$ cat config.mk
export PLATFORM = sky130hd
export DESIGN_NAME = tpi_cdiv
export DESIGN_NICKNAME = d
export VERILOG_FILES = /design/src/sv/tpi_pkg.sv /design/src/sv/tpi_cdiv.sv
export SDC_FILE = /design/constraint.sdc
export NUM_CORES = 2
export LEC_CHECK = 0
export BUFFER_PORTS_ARGS = -buffer_cell sky130_fd_sc_hd__buf_4
export CELL_PAD_IN_SITES_DETAIL_PLACEMENT = 0
export CELL_PAD_IN_SITES_GLOBAL_PLACEMENT = 1
export CORE_ASPECT_RATIO = 1.5
export CORE_UTILIZATION = 47
export DETAILED_ROUTE_END_ITERATION = 6
export PLACE_DENSITY = 0.77
export SLEW_MARGIN = 10
export SYNTH_ARGS = -nofsm -noshare
export SYNTH_HDL_FRONTEND = slang
export SYNTH_SLANG_ARGS = --single-unit
$ cat constraint.sdc
create_clock -name aclk -period 3.75 [get_ports aclk]
set_input_delay 0.1875 -clock aclk [delete_from_list [all_inputs] [get_ports aclk]]
set_output_delay 0.1875 -clock aclk [all_outputs]
set_load 0.01 [all_outputs]
$ cat src/sv/tpi_pkg.sv
`timescale 1ns / 1ps

package tpi_pkg;

    localparam int COORD_BITS  = 16;
    localparam int WEIGHT_BITS = 16;
    localparam int W_BITS      = 16;
    localparam int POS_BITS    = W_BITS + 2 * COORD_BITS;
    localparam int RGB_BITS    = 24;
    localparam int CFG_IDX_W   = 3;

    localparam logic [CFG_IDX_W-1:0] REG_V0_POS = 3'd0;
    localparam logic [CFG_IDX_W-1:0] REG_V1_POS = 3'd1;
    localparam logic [CFG_IDX_W-1:0] REG_V2_POS = 3'd2;
    localparam logic [CFG_IDX_W-1:0] REG_V0_RGB = 3'd3;
    localparam logic [CFG_IDX_W-1:0] REG_V1_RGB = 3'd4;
    localparam logic [CFG_IDX_W-1:0] REG_V2_RGB = 3'd5;

    localparam int DIFF_W   = COORD_BITS + 1;
    localparam int PROD_W   = 2 * DIFF_W;
    localparam int SUM_W    = PROD_W + 2;
    localparam int WREM_W   = SUM_W + 1;
    localparam int WQ_BITS  = WEIGHT_BITS + 2;
    localparam int WDIV_LAT = WQ_BITS + 1;
    localparam int BARY_W   = WEIGHT_BITS + 2;
    localparam int U_W      = BARY_W + 2;
    localparam int PW_W     = U_W + W_BITS;
    localparam int DW_W     = PW_W + 2;
    localparam int PC_W     = PW_W + 9;
    localparam int NC_W     = PC_W + 2;
    localparam int CDIV_W   = NC_W + 2;
    localparam int CQ_BITS  = 8;
    localparam int CDIV_LAT = CQ_BITS + 1;

    localparam int S_TDATA_W = 32;
    localparam int M_TDATA_W = 64;

    typedef struct packed {
        logic valid;
        logic deg;
        logic neg_s;
        logic neg_t;
        logic sat_s;
        logic sat_t;
    } wside_t;

    typedef struct packed {
        logic                     valid;
        logic                     deg;
        logic                     in_tri;
        logic signed [BARY_W-1:0] s;
        logic signed [BARY_W-1:0] t;
    } bside_t;

endpackage

$ cat src/sv/tpi_cdiv.sv
`timescale 1ns / 1ps

module tpi_cdiv (
    input  logic                          aclk,
    input  logic                          en,
    input  logic [tpi_pkg::CDIV_W-1:0]    num,
    input  logic [tpi_pkg::CDIV_W-1:0]    den,
    output logic [tpi_pkg::CQ_BITS-1:0]   quo
);
    import tpi_pkg::*;

    logic [CDIV_W-1:0]  rem_reg [0:CQ_BITS];
    logic [CDIV_W-1:0]  div_reg [0:CQ_BITS];
    logic [CQ_BITS-1:0] quo_reg [0:CQ_BITS];
    logic               sat_reg [0:CQ_BITS];

    always_ff @(posedge aclk) begin
        if (en) begin
            rem_reg[0] <= num;
            div_reg[0] <= den;
            quo_reg[0] <= '0;
            sat_reg[0] <= num >= (den << CQ_BITS);
        end
    end

    for (genvar g = 1; g <= CQ_BITS; g++) begin : g_stage
        logic [CDIV_W-1:0] step;
        logic              ge;

        always_comb begin
            step = div_reg[g-1] << (CQ_BITS - g);
            ge   = rem_reg[g-1] >= step;
        end

        always_ff @(posedge aclk) begin
            if (en) begin
                rem_reg[g] <= ge ? (rem_reg[g-1] - step) : rem_reg[g-1];
                div_reg[g] <= div_reg[g-1];
                quo_reg[g] <= {quo_reg[g-1][CQ_BITS-2:0], ge};
                sat_reg[g] <= sat_reg[g-1];
            end
        end
    end

    assign quo = sat_reg[CQ_BITS] ? {CQ_BITS{1'b1}} : quo_reg[CQ_BITS];

endmodule

Word-level counts from Yosys, hierarchy flattened --
Memory sizes are Yosys's and may differ from the RTL's. Cells that the tools add are included.
Cells by class: divide/modulo/power cells 0, $add $sub $neg 8, reduce and logical (&&, ||, !) cells 0, multipliers 0, bitwise gates (word level) 0, equal/unequal tests 0, shift-type cells 0, magnitude comparators 9, mux-type cells 11
Operators with widths (number):
- 49-bit greater-or-equal comparator | 9
- 49-bit 2-to-1 mux | 8
- 49-bit subtractor | 8
- 8-bit 2-to-1 mux | 1
- 1-bit 2-to-1 mux | 2
Storage, ports and cells: memory bits (read-only) 0, register bits after elaboration 0, latch bits 0, output and inout port bits 8, bits in writable memories 963, bits of input ports 100, memories 4
Memories:
- div_reg | words 9, bits a word 49, rd ports 8, clocked after memory_dff 0, write ports 9, line tpi_cdiv.sv:13 | logic [CDIV_W-1:0] div_reg [0:CQ_BITS];
- rem_reg | words 9, bits a word 49, rd ports 8, clocked after memory_dff 0, write ports 9, line tpi_cdiv.sv:12 | logic [CDIV_W-1:0] rem_reg [0:CQ_BITS];
- quo_reg | words 9, bits a word 8, rd ports 9, clocked after memory_dff 0, write ports 9, line tpi_cdiv.sv:14 | logic [CQ_BITS-1:0] quo_reg [0:CQ_BITS];
- sat_reg | words 9, bits a word 1, rd ports 9, clocked after memory_dff 0, write ports 9, line tpi_cdiv.sv:15 | logic sat_reg [0:CQ_BITS];

Depth between registers and ports, before layout --
An unclocked memory read counts as a cell.
word-level depth 3, mapped depth 17, depth with buffers taken out 15

Worst setup path after synthesis --
Ideal clock, no wire load.
path type reg2reg, start mem rem_reg[0][295] (netlist name), end mem rem_reg[0][352] (netlist name) (data pin), stages on the path, launching flop included 17, arrival 3.535 ns, clock period less this slack 3.795 ns, setup slack -0.045 ns, cells stage by stage edfxtp_1 > inv_1 > ha_1 > inv_1 > fa_1 > a211oi_1 > o21a_1 > a21oi_1 > a2bb2oi_2 > a21oi_1 > o31a_1 > o31a_1 > o311ai_2 > and2b_2 > inv_4 > buf_6 > mux2_4
RTL lines (line):
- from (decl) | tpi_cdiv.sv:12

==> flow_summary_export.csv <==
group,metric,value,unit
yosys,synth_compound_area_share,16.7,%
critical_path,crit_required,4.16,ns
grt,grt_pass1_vias,36200,
hold_path,hp-class,"input pin to register",
place,routabilityCongestion,0.972,
yosys,synth_area_per_cell,10.7,sq um
routing,drt-pass1-iter-count,7,
yosys,async_flop_share,0,%
yosys,ys_ff_latch,829,
critical_path,arrival,4.25,ns
critical_path,end_kind,"register",
floorplanning,die_x,267,um
yosys,yosysWarnings,0,
timing,slew_violations,0,
timing,fin_hold_ws,0.0619,ns
timing,hold_violations,0,
yosys,synth_simple_gate_area_share,9.93,%
yosys,synth_edf_count,829,
yosys,syn_area,49400,sq um
yosys,synthXorXnorAreaFrac,4.89,%
clock_tree,cts.sinks,829,
clock_tree,clkTransAtPathRegs,0.06,ns
clock_tree,cts_htree_levels,3,
routing,routed_wl,121000,um
routing,drt-initial-drc-count,1535,
clock_tree,clk_latency,0.67,ns
power,ir_worst_vdd,0.372,mV
timing,timing.final.ws_setup,-0.0947,ns
timing,setup_violations,37,
yosys,yosysUniqueCellTypes,84,
floorplanning,fp-row-count,145,
grt,overflow,0,
floorplanning,dieArea,106000,sq um
routing,num_vias,35600,
place,dp_hpwl,94300,um
critical_path,worstSetupStartpointType,"register",
clock_tree,clk_path_buf_depth,3,
routing,viasPerCell,5.33,
routing,drc_errors,0,
power,power_density,692,nW/um^2
place,port_buffers,107,
timing,min_period,3.84,ns
grt,antenna_found_initial,0,
clock_tree,cts_root_buf,"clkbuf_16",
cells_and_area,layout-drive-gt1-share,16.9,%
grt,grt_use_total,22.4,%
flow_run,max_cap_viol_count,0,
critical_path,cp_max_fo,7,
grt,grt_max_degree,88,
cells_and_area,final_common_cell,"edfxtp_1",
cells_and_area,final_cell_mix,"edfxtp_1 (829), inv_1 (505), buf_4 (503)",
cells_and_area,fin_nets,5728,
routing,antenna_left,0,
floorplanning,core_area,104000,sq um
critical_path,path_class,"register to register",
cells_and_area,area_growth,20.2,%
timing,worstMarginPinSlew,0.840,ns
timing,fin_crit_sh,103,%
status,violations,"setup timing",
power,cellLeakagePower,25.7,nW
yosys,syn_nets,5129,
timing,rsz0062_at_grt,"true",
timing,relSlewSlack,43.5,%
yosys,synthMuxAreaShare,2.58,%
status,status,"finished with violations",
cells_and_area,finalCoreUtilization,57.1,%
floorplanning,pin_count,108,
timing,finClkSkew,0.0221,ns
timing,fmaxAchievable,260,MHz
yosys,seq_area_frac_synth,50.4,%
yosys,synth-adder-area-share,10.5,%
yosys,synth_top_family_by_area,"compound AO/OA/AOI/OAI gates",
floorplanning,start_util,47.4,%
grt,grt_pass1_wl,185000,um
clock_tree,cts_tree,"done",
clock_tree,cts_buffers,81,
yosys,synth_flop_cell,"edfxtp_1",
floorplanning,dieHeight,399,um
routing,routedWlPerCell,18.1,um
yosys,synth_cells,4617,
## cell usage after synthesis (all sizes together), types with 97 or more instances
cell type  number  area [sq um]
nand2         256           961
edfxtp        829         24900
inv           511          1920
clkbuf        120           450
nor2          338          1270
a21oi         485          2430
xor2          130          1140
mux2           97          1230
a21o          244          1830
o21ai         237          1190
xnor2         146          1280
ha            405          5070
## kinds of logic (layout without fill, tap and decap cells)
logic type	count (synthesis)	in the layout
AO/OA/AOI/OAI	1314	1314
XOR/XNOR	276	276
adder cells (fa/ha/maj)	412	412
buffers and inverters	651	1310
flip-flops	829	829
multiplexers	101	101
other	0	1
AND/OR/NAND/NOR	1034	1034
## final timing paths
kind / from / end / slack [ns] / depth (start not counted)
setup / recovery: rem_reg[0][103]$_DFFE_PP_ / rem_reg[0][153]$_DFFE_PP_ / -0.09 / 18
hold / removal: en / div_reg[0][391]$_DFFE_PP_ / 0.06 / 1
setup reg to reg: rem_reg[0][103]$_DFFE_PP_ / rem_reg[0][153]$_DFFE_PP_ / -0.09 / 18
hold reg to reg: div_reg[0][142]$_DFFE_PP_ / div_reg[0][191]$_DFFE_PP_ / 0.42 / 0
## layout make-up
cell class,instances,area (sq um)
flip-flops and latches,829,24900
well taps,1396,1750
diodes,1,2.50
clock buffers,102,2150
fillers,9043,44700
repair buffers,656,5750
multi-input cells,3137,22600
inverters,511,1920
clock inverters,41,385
## per-layer routing
layer | vias up | share of wire, % | global-route usage [%]
met3 | 306 | 2.3 | 1.99
met4 | 0 | 7.5 | 15.5
met1 | 16600 | 37 | 22.4
met2 | 636 | 54 | 43.1
li1 | 18100 | - | -
met5 | - | 0 | 0
## critical path, cell delays in order (launching register included)
cell,delay [ns]
edfxtp_1,0.38
inv_1,0.07
ha_2,0.18
inv_2,0.04
fa_2,0.41
a21oi_4,0.17
o22ai_4,0.10
o31a_1,0.36
a211oi_2,0.24
buf_4,0.16
o21ai_4,0.05
o31ai_2,0.23
buf_4,0.17
o31a_1,0.13
buf_6,0.12
o22ai_4,0.14
buf_12,0.17
clkbuf_16,0.15
mux2_4,0.29
## what timing repair did
item,CTS,global route
gates cloned,3,7
endpoints found under the hold margin,99,0
buffers inserted,9,21
hold buffers,98,0
pin swaps,8,23
setup endpoints to repair,138,226
gates resized for setup,27,133
## per-stage QoR
step	worst slack [ns]	total power (W)	std cells	setup TNS, ns	area (sq um)
after floorplan	0.00139	0.0260	4617	0	49400
after global placement	-0.208	0.0321	6392	-11.96	54800
after detailed placement	-0.260	0.0323	6392	-17.30	54800
after CTS	-0.0450	0.0406	6645	-0.911	58600
after global routing	-0.233	0.0438	6672	-15.83	59400
final	-0.0947	0.0411	6673	-1.20	59400
## where the power goes
part           switching, W  internal (W)
registers           0.00103        0.0128
clock network       0.00339       0.00453
logic                0.0102       0.00920
total                0.0147        0.0265
No activity file was read; power rests on OpenSTA's default activity.
