`src/sv/tpi_pkg.sv`:
```
`timescale 1ns / 1ps

package tpi_pkg;

    localparam int COORD_BITS  = 16;
    localparam int WEIGHT_BITS = 16;
    localparam int W_BITS      = 16;
    localparam int POS_BITS    = W_BITS + 2 * COORD_BITS;
    localparam int RGB_BITS    = 24;
    localparam int CFG_IDX_W   = 3;

    localparam logic [CFG_IDX_W-1:0] REG_V0_POS = 3'd0;
    localparam logic [CFG_IDX_W-1:0] REG_V1_POS = 3'd1;
    localparam logic [CFG_IDX_W-1:0] REG_V2_POS = 3'd2;
    localparam logic [CFG_IDX_W-1:0] REG_V0_RGB = 3'd3;
    localparam logic [CFG_IDX_W-1:0] REG_V1_RGB = 3'd4;
    localparam logic [CFG_IDX_W-1:0] REG_V2_RGB = 3'd5;

    localparam int DIFF_W   = COORD_BITS + 1;
    localparam int PROD_W   = 2 * DIFF_W;
    localparam int SUM_W    = PROD_W + 2;
    localparam int WREM_W   = SUM_W + 1;
    localparam int WQ_BITS  = WEIGHT_BITS + 2;
    localparam int WDIV_LAT = WQ_BITS + 1;
    localparam int BARY_W   = WEIGHT_BITS + 2;
    localparam int U_W      = BARY_W + 2;
    localparam int PW_W     = U_W + W_BITS;
    localparam int DW_W     = PW_W + 2;
    localparam int PC_W     = PW_W + 9;
    localparam int NC_W     = PC_W + 2;
    localparam int CDIV_W   = NC_W + 2;
    localparam int CQ_BITS  = 8;
    localparam int CDIV_LAT = CQ_BITS + 1;

    localparam int S_TDATA_W = 32;
    localparam int M_TDATA_W = 64;

    typedef struct packed {
        logic valid;
        logic deg;
        logic neg_s;
        logic neg_t;
        logic sat_s;
        logic sat_t;
    } wside_t;

    typedef struct packed {
        logic                     valid;
        logic                     deg;
        logic                     in_tri;
        logic signed [BARY_W-1:0] s;
        logic signed [BARY_W-1:0] t;
    } bside_t;

endpackage

```
`src/sv/tpi_wdiv.sv`:
```
`timescale 1ns / 1ps

module tpi_wdiv (
    input  logic                          aclk,
    input  logic                          en,
    input  logic [tpi_pkg::SUM_W-1:0]     num,
    input  logic [tpi_pkg::SUM_W-1:0]     den,
    output logic [tpi_pkg::WQ_BITS-1:0]   quo
);
    import tpi_pkg::*;

    logic [WREM_W-1:0]  rem_reg [0:WQ_BITS];
    logic [SUM_W-1:0]   div_reg [0:WQ_BITS];
    logic [WQ_BITS-1:0] quo_reg [0:WQ_BITS];

    always_ff @(posedge aclk) begin
        if (en) begin
            rem_reg[0] <= {1'b0, num};
            div_reg[0] <= den;
            quo_reg[0] <= '0;
        end
    end

    for (genvar g = 1; g <= WQ_BITS; g++) begin : g_stage
        logic [WREM_W-1:0] trial;
        logic              ge;

        always_comb begin
            trial = (g == 1) ? rem_reg[g-1] : {rem_reg[g-1][WREM_W-2:0], 1'b0};
            ge    = trial >= {1'b0, div_reg[g-1]};
        end

        always_ff @(posedge aclk) begin
            if (en) begin
                rem_reg[g] <= ge ? (trial - {1'b0, div_reg[g-1]}) : trial;
                div_reg[g] <= div_reg[g-1];
                quo_reg[g] <= {quo_reg[g-1][WQ_BITS-2:0], ge};
            end
        end
    end

    assign quo = quo_reg[WQ_BITS];

endmodule

```
`config.mk`:
```
export PLATFORM = sky130hd
export DESIGN_NAME = tpi_wdiv
export DESIGN_NICKNAME = d
export VERILOG_FILES = /design/src/sv/tpi_pkg.sv /design/src/sv/tpi_wdiv.sv
export SDC_FILE = /design/constraint.sdc
export NUM_CORES = 2
export LEC_CHECK = 0
export BUFFER_PORTS_ARGS = -buffer_cell sky130_fd_sc_hd__buf_4
export CAP_MARGIN = 10
export CORE_ASPECT_RATIO = 0.7
export CORE_MARGIN = 4
export CORE_UTILIZATION = 40
export CTS_CLUSTER_SIZE = 24
export DETAILED_ROUTE_END_ITERATION = 8
export GPL_TIMING_DRIVEN = 0
export PLACE_DENSITY = 0.64
export SKIP_CTS_REPAIR_TIMING = 1
export SLEW_MARGIN = 20
export SYNTH_ARGS = -nofsm -noshare
export SYNTH_HDL_FRONTEND = slang
export SYNTH_SLANG_ARGS = --single-unit
```
`constraint.sdc`:
```
create_clock -name aclk -period 3.35 [get_ports aclk]
set_clock_uncertainty 0.05 [all_clocks]
set_input_delay 0.1675 -clock aclk [delete_from_list [all_inputs] [get_ports aclk]]
set_output_delay 0.1675 -clock aclk [all_outputs]
set_load 0.02 [all_outputs]
```
# Word-level counts from Yosys, hierarchy flattened

Memories as Yosys holds them, arrays and structs flattened.
Cells that the tools add are included.

Equal/unequal tests: 0
Add/sub/neg operators: 18
Bitwise gates (word level): 0
Shift operators: 0
$mul: 0
Reductions and logical operators: 0
$lt $le $gt $ge: 18
Mux-type cells: 20
Div/mod/pow operators: 0

Operators by type and width:

| operator                                         | number |
|---|---|
| 37-bit by 36-bit >= comparator with 1-bit output | 18 |
| 37-bit two-way mux                               | 18 |
| 37-bit by 36-bit subtractor with 37-bit output   | 18 |
| 1-bit two-way mux                                | 2 |

Memory bits (writable): 1,729
Bits in registers: 0
Memories: 3
Input port bits: 74
ROM bits: 0
Bits in latches: 0
Output and inout bits: 18

Memories:

| memory  | words | bits a word | read ports | clocked after memory_dff | wr ports | RTL line       | source |
|---|---|---|---|---|---|---|---|
| rem_reg | 19    | 37          | 18         | 0                        | 19       | tpi_wdiv.sv:12 | `logic [WREM_W-1:0] rem_reg [0:WQ_BITS];` |
| div_reg | 19    | 36          | 18         | 0                        | 19       | tpi_wdiv.sv:13 | `logic [SUM_W-1:0] div_reg [0:WQ_BITS];` |
| quo_reg | 19    | 18          | 19         | 0                        | 19       | tpi_wdiv.sv:14 | `logic [WQ_BITS-1:0] quo_reg [0:WQ_BITS];` |

# Depth between registers and ports, before layout

An unclocked memory read counts as a cell.

Word-level depth: 3
Gate-level depth with buffers: 15

# Worst setup path after synthesis

Ideal clock, no wire load.

Path type: register to register
Start: mem rem_reg[11][29] in the netlist's numbering
End: mem rem_reg[12][15] in the netlist's numbering (data pin)
Cell stages (with the launch flop): 14
Clock period less this slack: 3.302 ns
Required time: 3.040 ns
Slack: 0.048 ns
Library setup time: 0.260 ns
Data arrival time: 2.992 ns
Cell sequence: edfxtp_1 > ha_1 > buf_6 > a21o_1 > a21o_1 > a21o_1 > a21o_1 > a21o_1 > a2111oi_4 > inv_4 > nor2_8 > inv_6 > buf_6 > mux2_4

RTL lines:

| element     | RTL line |
|---|---|
| from (decl) | tpi_wdiv.sv:12 |

==> parameters.txt <==
Parameter                              Value

Run status
  Result of the run    complete, but fails checks
  Violations in the final reports    negative setup slack

Synth
  Post-synthesis register bit count    1467
  Multiplexer area fraction after synthesis    2.92%
  Share of the synthesized netlist area taken by xor and xnor gates    4.69%
  Adder-Cell Fraction of Synth Area    9.72%
  Dominant combinational cell family by area after synthesis    compound AO/OA/AOI/OAI gates
  Fraction of synthesized cell area taken by the top area cell type    50.8%
  Async S/R FF share, synth    0%
  Compound-cell area share of the yosys netlist    16.6%
  Number of distinct library cells after synthesis    105
  EDFF count, synth    1467
  Post-synthesis sequential area ratio    50.8%
  Top cells by area in the synthesized netlist    sky130_fd_sc_hd__edfxtp_1 51%, sky130_fd_sc_hd__ha_1 9.3%, sky130_fd_sc_hd__a21oi_1 4.4%, sky130_fd_sc_hd__inv_1 3.6%, sky130_fd_sc_hd__xnor2_1 2.9%
  Synth Area in Simple Gates    10.6%
  Synthesized instance count    8056
  Average size of a mapped cell    10.8 um^2
  Area of the mapped netlist    86800 um^2
  Yosys synthesis warning count    0
  Synth Flop Type    sky130_fd_sc_hd__edfxtp_1
  Nets in the synthesized netlist    8794
  Top cell type by total area after synthesis    sky130_fd_sc_hd__edfxtp_1

Detailed routing
  WL/cell    24.4 um
  Via-to-Cell Ratio    5.76
  Number of nets with antenna violations after routing    0
  Number of DRC markers in iteration 0    9250
  Residual DRC    0
  TritonRoute pass-1 iters    6
  Vias    67421
  DRT Wirelength    285000 um

STA
  Number of failing hold endpoints at the final stage    0
  Worst-case headroom to the max-slew limit    36.5%
  Worst path setup slack after routing    -0.960 ns
  Fin Hold WS    0.0357 ns
  Setup-violating endpoint count in the final report    559
  Final count of pins violating max slew    0
  RSZ-0062 raised after global routing    true
  Time the worst path needs with I/O delays and setup    4.31 ns
  Fmax achieved    0.232 GHz
  Slew at the pin closest to its max-slew limit    0.953 ns
  Period utilization    129%
  Final total negative setup slack    -177.25 ns

Clocking
  TritonCTS Sinks    1467
  Maximum buffer depth of the clock tree    4
  Clock tree root buffer cell    sky130_fd_sc_hd__clkbuf_16
  H-tree depth reported by CTS    4
  Clock insertion delay at the later pin of the skew report    0.83 ns
  Clock slew at the register clock pins of the worst setup and hold paths    0.06 ns
  Clock tree from TritonCTS    done
  Number of CTS-inserted buffers    162

Hold path
  Hold path cells    2
  Hold path startpoint    den[22]
  WHS Endpoint    div_reg[0][22]$_DFFE_PP_
  Worst hold path type    primary input to register

Setup path
  Arrival time worst endpoint    4.80 ns
  Length in cells of the worst reg-to-reg path    14
  Critical path endpoint category    register
  Type of the worst setup path    register to register
  Flop2flop setup slack    -0.96 ns
  Data required time of the worst path    3.84 ns
  Crit path launch type    register
  Startpoint of the worst-slack reg-to-reg timing path    div_reg[0][1]$_DFFE_PP_
  Reg2reg end    rem_reg[1][27]$_DFFE_PP_
  Highest fanout seen on the critical path    10

Layout
  Net total in the final layout    9432
  Total of fill cells in the finished design    18862
  Post-route design area    107000 um^2
  Post-layout utilization of the core    49.9%
  Post-synthesis to final-layout area growth    23.7%
  Top library cells by usage in the layout, fill and taps aside    1467 x sky130_fd_sc_hd__edfxtp_1, 814 x sky130_fd_sc_hd__inv_1, 637 x sky130_fd_sc_hd__a21oi_1
  Non-filler instance count after layout    11703
  Proportion of layout cells with a drive suffix above 1    19.6%
  Most common cell after layout, fill and taps aside    sky130_fd_sc_hd__edfxtp_1

Die
  Area of the die    225000 um^2
  Ports    92
  Die Ht    398 um
  Width of the chip    565 um
  Core footprint    215000 um^2
  Placement Rows    142
  Initial Utilization    40.4%

Pwr
  Power density over the cells    1040 nW/um^2
  Maximum vdd ir drop    0.000480 V
  Total Power    112 mW
  Lkg Pwr    43.2 nW

Placed design
  Placer congestion estimate    1.02
  Instance area after placement    91500 um^2
  Placed cell count    11043
  Detailed placement HPWL    211000 um
  Worst setup slack before clock tree synthesis    -3.25 ns
  Number of buffers added on ports    91

Run
  Max Cap Violations    0

Global routing
  Aggregate global routing overflow    0
  Initial antenna violation count    13
  Vias in the first global route    58534
  GR Util All Layers    23.2%
  Global-route wire length before repair    391000 um
  Pin count of the biggest net entering global routing    160
-- power breakdown --
| group | internal (mW) | total, mW | switching [mW] |
|---|---|---|---|
| logic | 27.0 | 62.7 | 35.6 |
| registers | 27.5 | 31.1 | 3.60 |
| clock network | 10.5 | 18.2 | 7.67 |
-- layer usage --
| metal | track usage (%) | part of all wire (%) | vias to the layer above |
|---|---|---|---|
| li1 | - | - | 30976 |
| met1 | 41.0 | 52 | 33099 |
| met2 | 23.4 | 31 | 3106 |
| met3 | 10.5 | 15 | 236 |
| met4 | 3.27 | 1.1 | 4 |
| met5 | 0 | 0.13 | - |
-- critical path, cell delays in order, from the launching register on --
cell                       delay [ns]
sky130_fd_sc_hd__edfxtp_1        0.42
sky130_fd_sc_hd__inv_1           0.08
sky130_fd_sc_hd__ha_1            0.23
sky130_fd_sc_hd__nor2b_1         0.15
sky130_fd_sc_hd__o31a_1          0.28
sky130_fd_sc_hd__o31a_1          0.34
sky130_fd_sc_hd__o41a_1          0.61
sky130_fd_sc_hd__o31ai_4         0.34
sky130_fd_sc_hd__buf_12          0.16
sky130_fd_sc_hd__a21oi_2         0.09
sky130_fd_sc_hd__nor3_4          0.33
sky130_fd_sc_hd__o21a_4          0.31
sky130_fd_sc_hd__inv_8           0.09
sky130_fd_sc_hd__buf_12          0.17
sky130_fd_sc_hd__mux2_4          0.32
-- cell usage after synthesis, types with 98 or more instances --
master,instances
sky130_fd_sc_hd__a21o_1,295
sky130_fd_sc_hd__a21oi_1,765
sky130_fd_sc_hd__clkbuf_1,163
sky130_fd_sc_hd__edfxtp_1,1467
sky130_fd_sc_hd__ha_1,647
sky130_fd_sc_hd__inv_1,833
sky130_fd_sc_hd__mux2_2,157
sky130_fd_sc_hd__nand2_1,504
sky130_fd_sc_hd__nand3_1,143
sky130_fd_sc_hd__nand4_1,98
sky130_fd_sc_hd__nor2_1,574
sky130_fd_sc_hd__nor3_1,143
sky130_fd_sc_hd__o21a_1,117
sky130_fd_sc_hd__o21ai_0,451
sky130_fd_sc_hd__xnor2_1,292
sky130_fd_sc_hd__xor2_1,173
-- cell families (layout without fill, tap and decap cells) --
| kind of cell | count (synthesis) | after routing |
|---|---|---|
| AOI/OAI and AO/OA | 2270 | 2270 |
| and+or+nand+nor | 1920 | 1920 |
| DFF | 1467 | 1467 |
| buffers and inverters | 1055 | 1810 |
| adders and majority gates | 664 | 664 |
| xor gates and xnor gates | 465 | 465 |
| muxes | 215 | 215 |
| other | 0 | 12 |
-- cell type report --
| cell class | instances | area [um^2] | share of cell area, % |
|---|---|---|---|
| Sequential cell | 1467 | 44100 | 41.0 |
| Multi-Input combinational cell | 5534 | 44000 | 41.0 |
| Timing Repair Buffer | 523 | 5510 | 5.14 |
| Clock buffer | 184 | 4180 | 3.89 |
| Tap cell | 2880 | 3600 | 3.36 |
| Inverter | 841 | 3210 | 2.99 |
| Buffer | 164 | 1740 | 1.62 |
| Clock inverter | 97 | 1020 | 0.951 |
| Antenna cell | 12 | 30.0 | 0.0280 |
| Timing Repair inverter | 1 | 8.76 | 0.00816 |
-- how the worst max path moves through the flow --
stage                     cells after the start                        end                      start
after CTS                                    14   rem_reg[5][29]$_DFFE_PP_   div_reg[4][32]$_DFFE_PP_
after floorplan                              13  rem_reg[12][15]$_DFFE_PP_  rem_reg[11][29]$_DFFE_PP_
after detailed placement                     14   rem_reg[5][29]$_DFFE_PP_   div_reg[4][32]$_DFFE_PP_
after global routing                         14   rem_reg[1][29]$_DFFE_PP_    div_reg[0][1]$_DFFE_PP_
after global placement                        1  rem_reg[17][24]$_DFFE_PP_                         en
final                                        14   rem_reg[1][27]$_DFFE_PP_    div_reg[0][1]$_DFFE_PP_
Note: power is estimated with default switching activity, not from simulation.
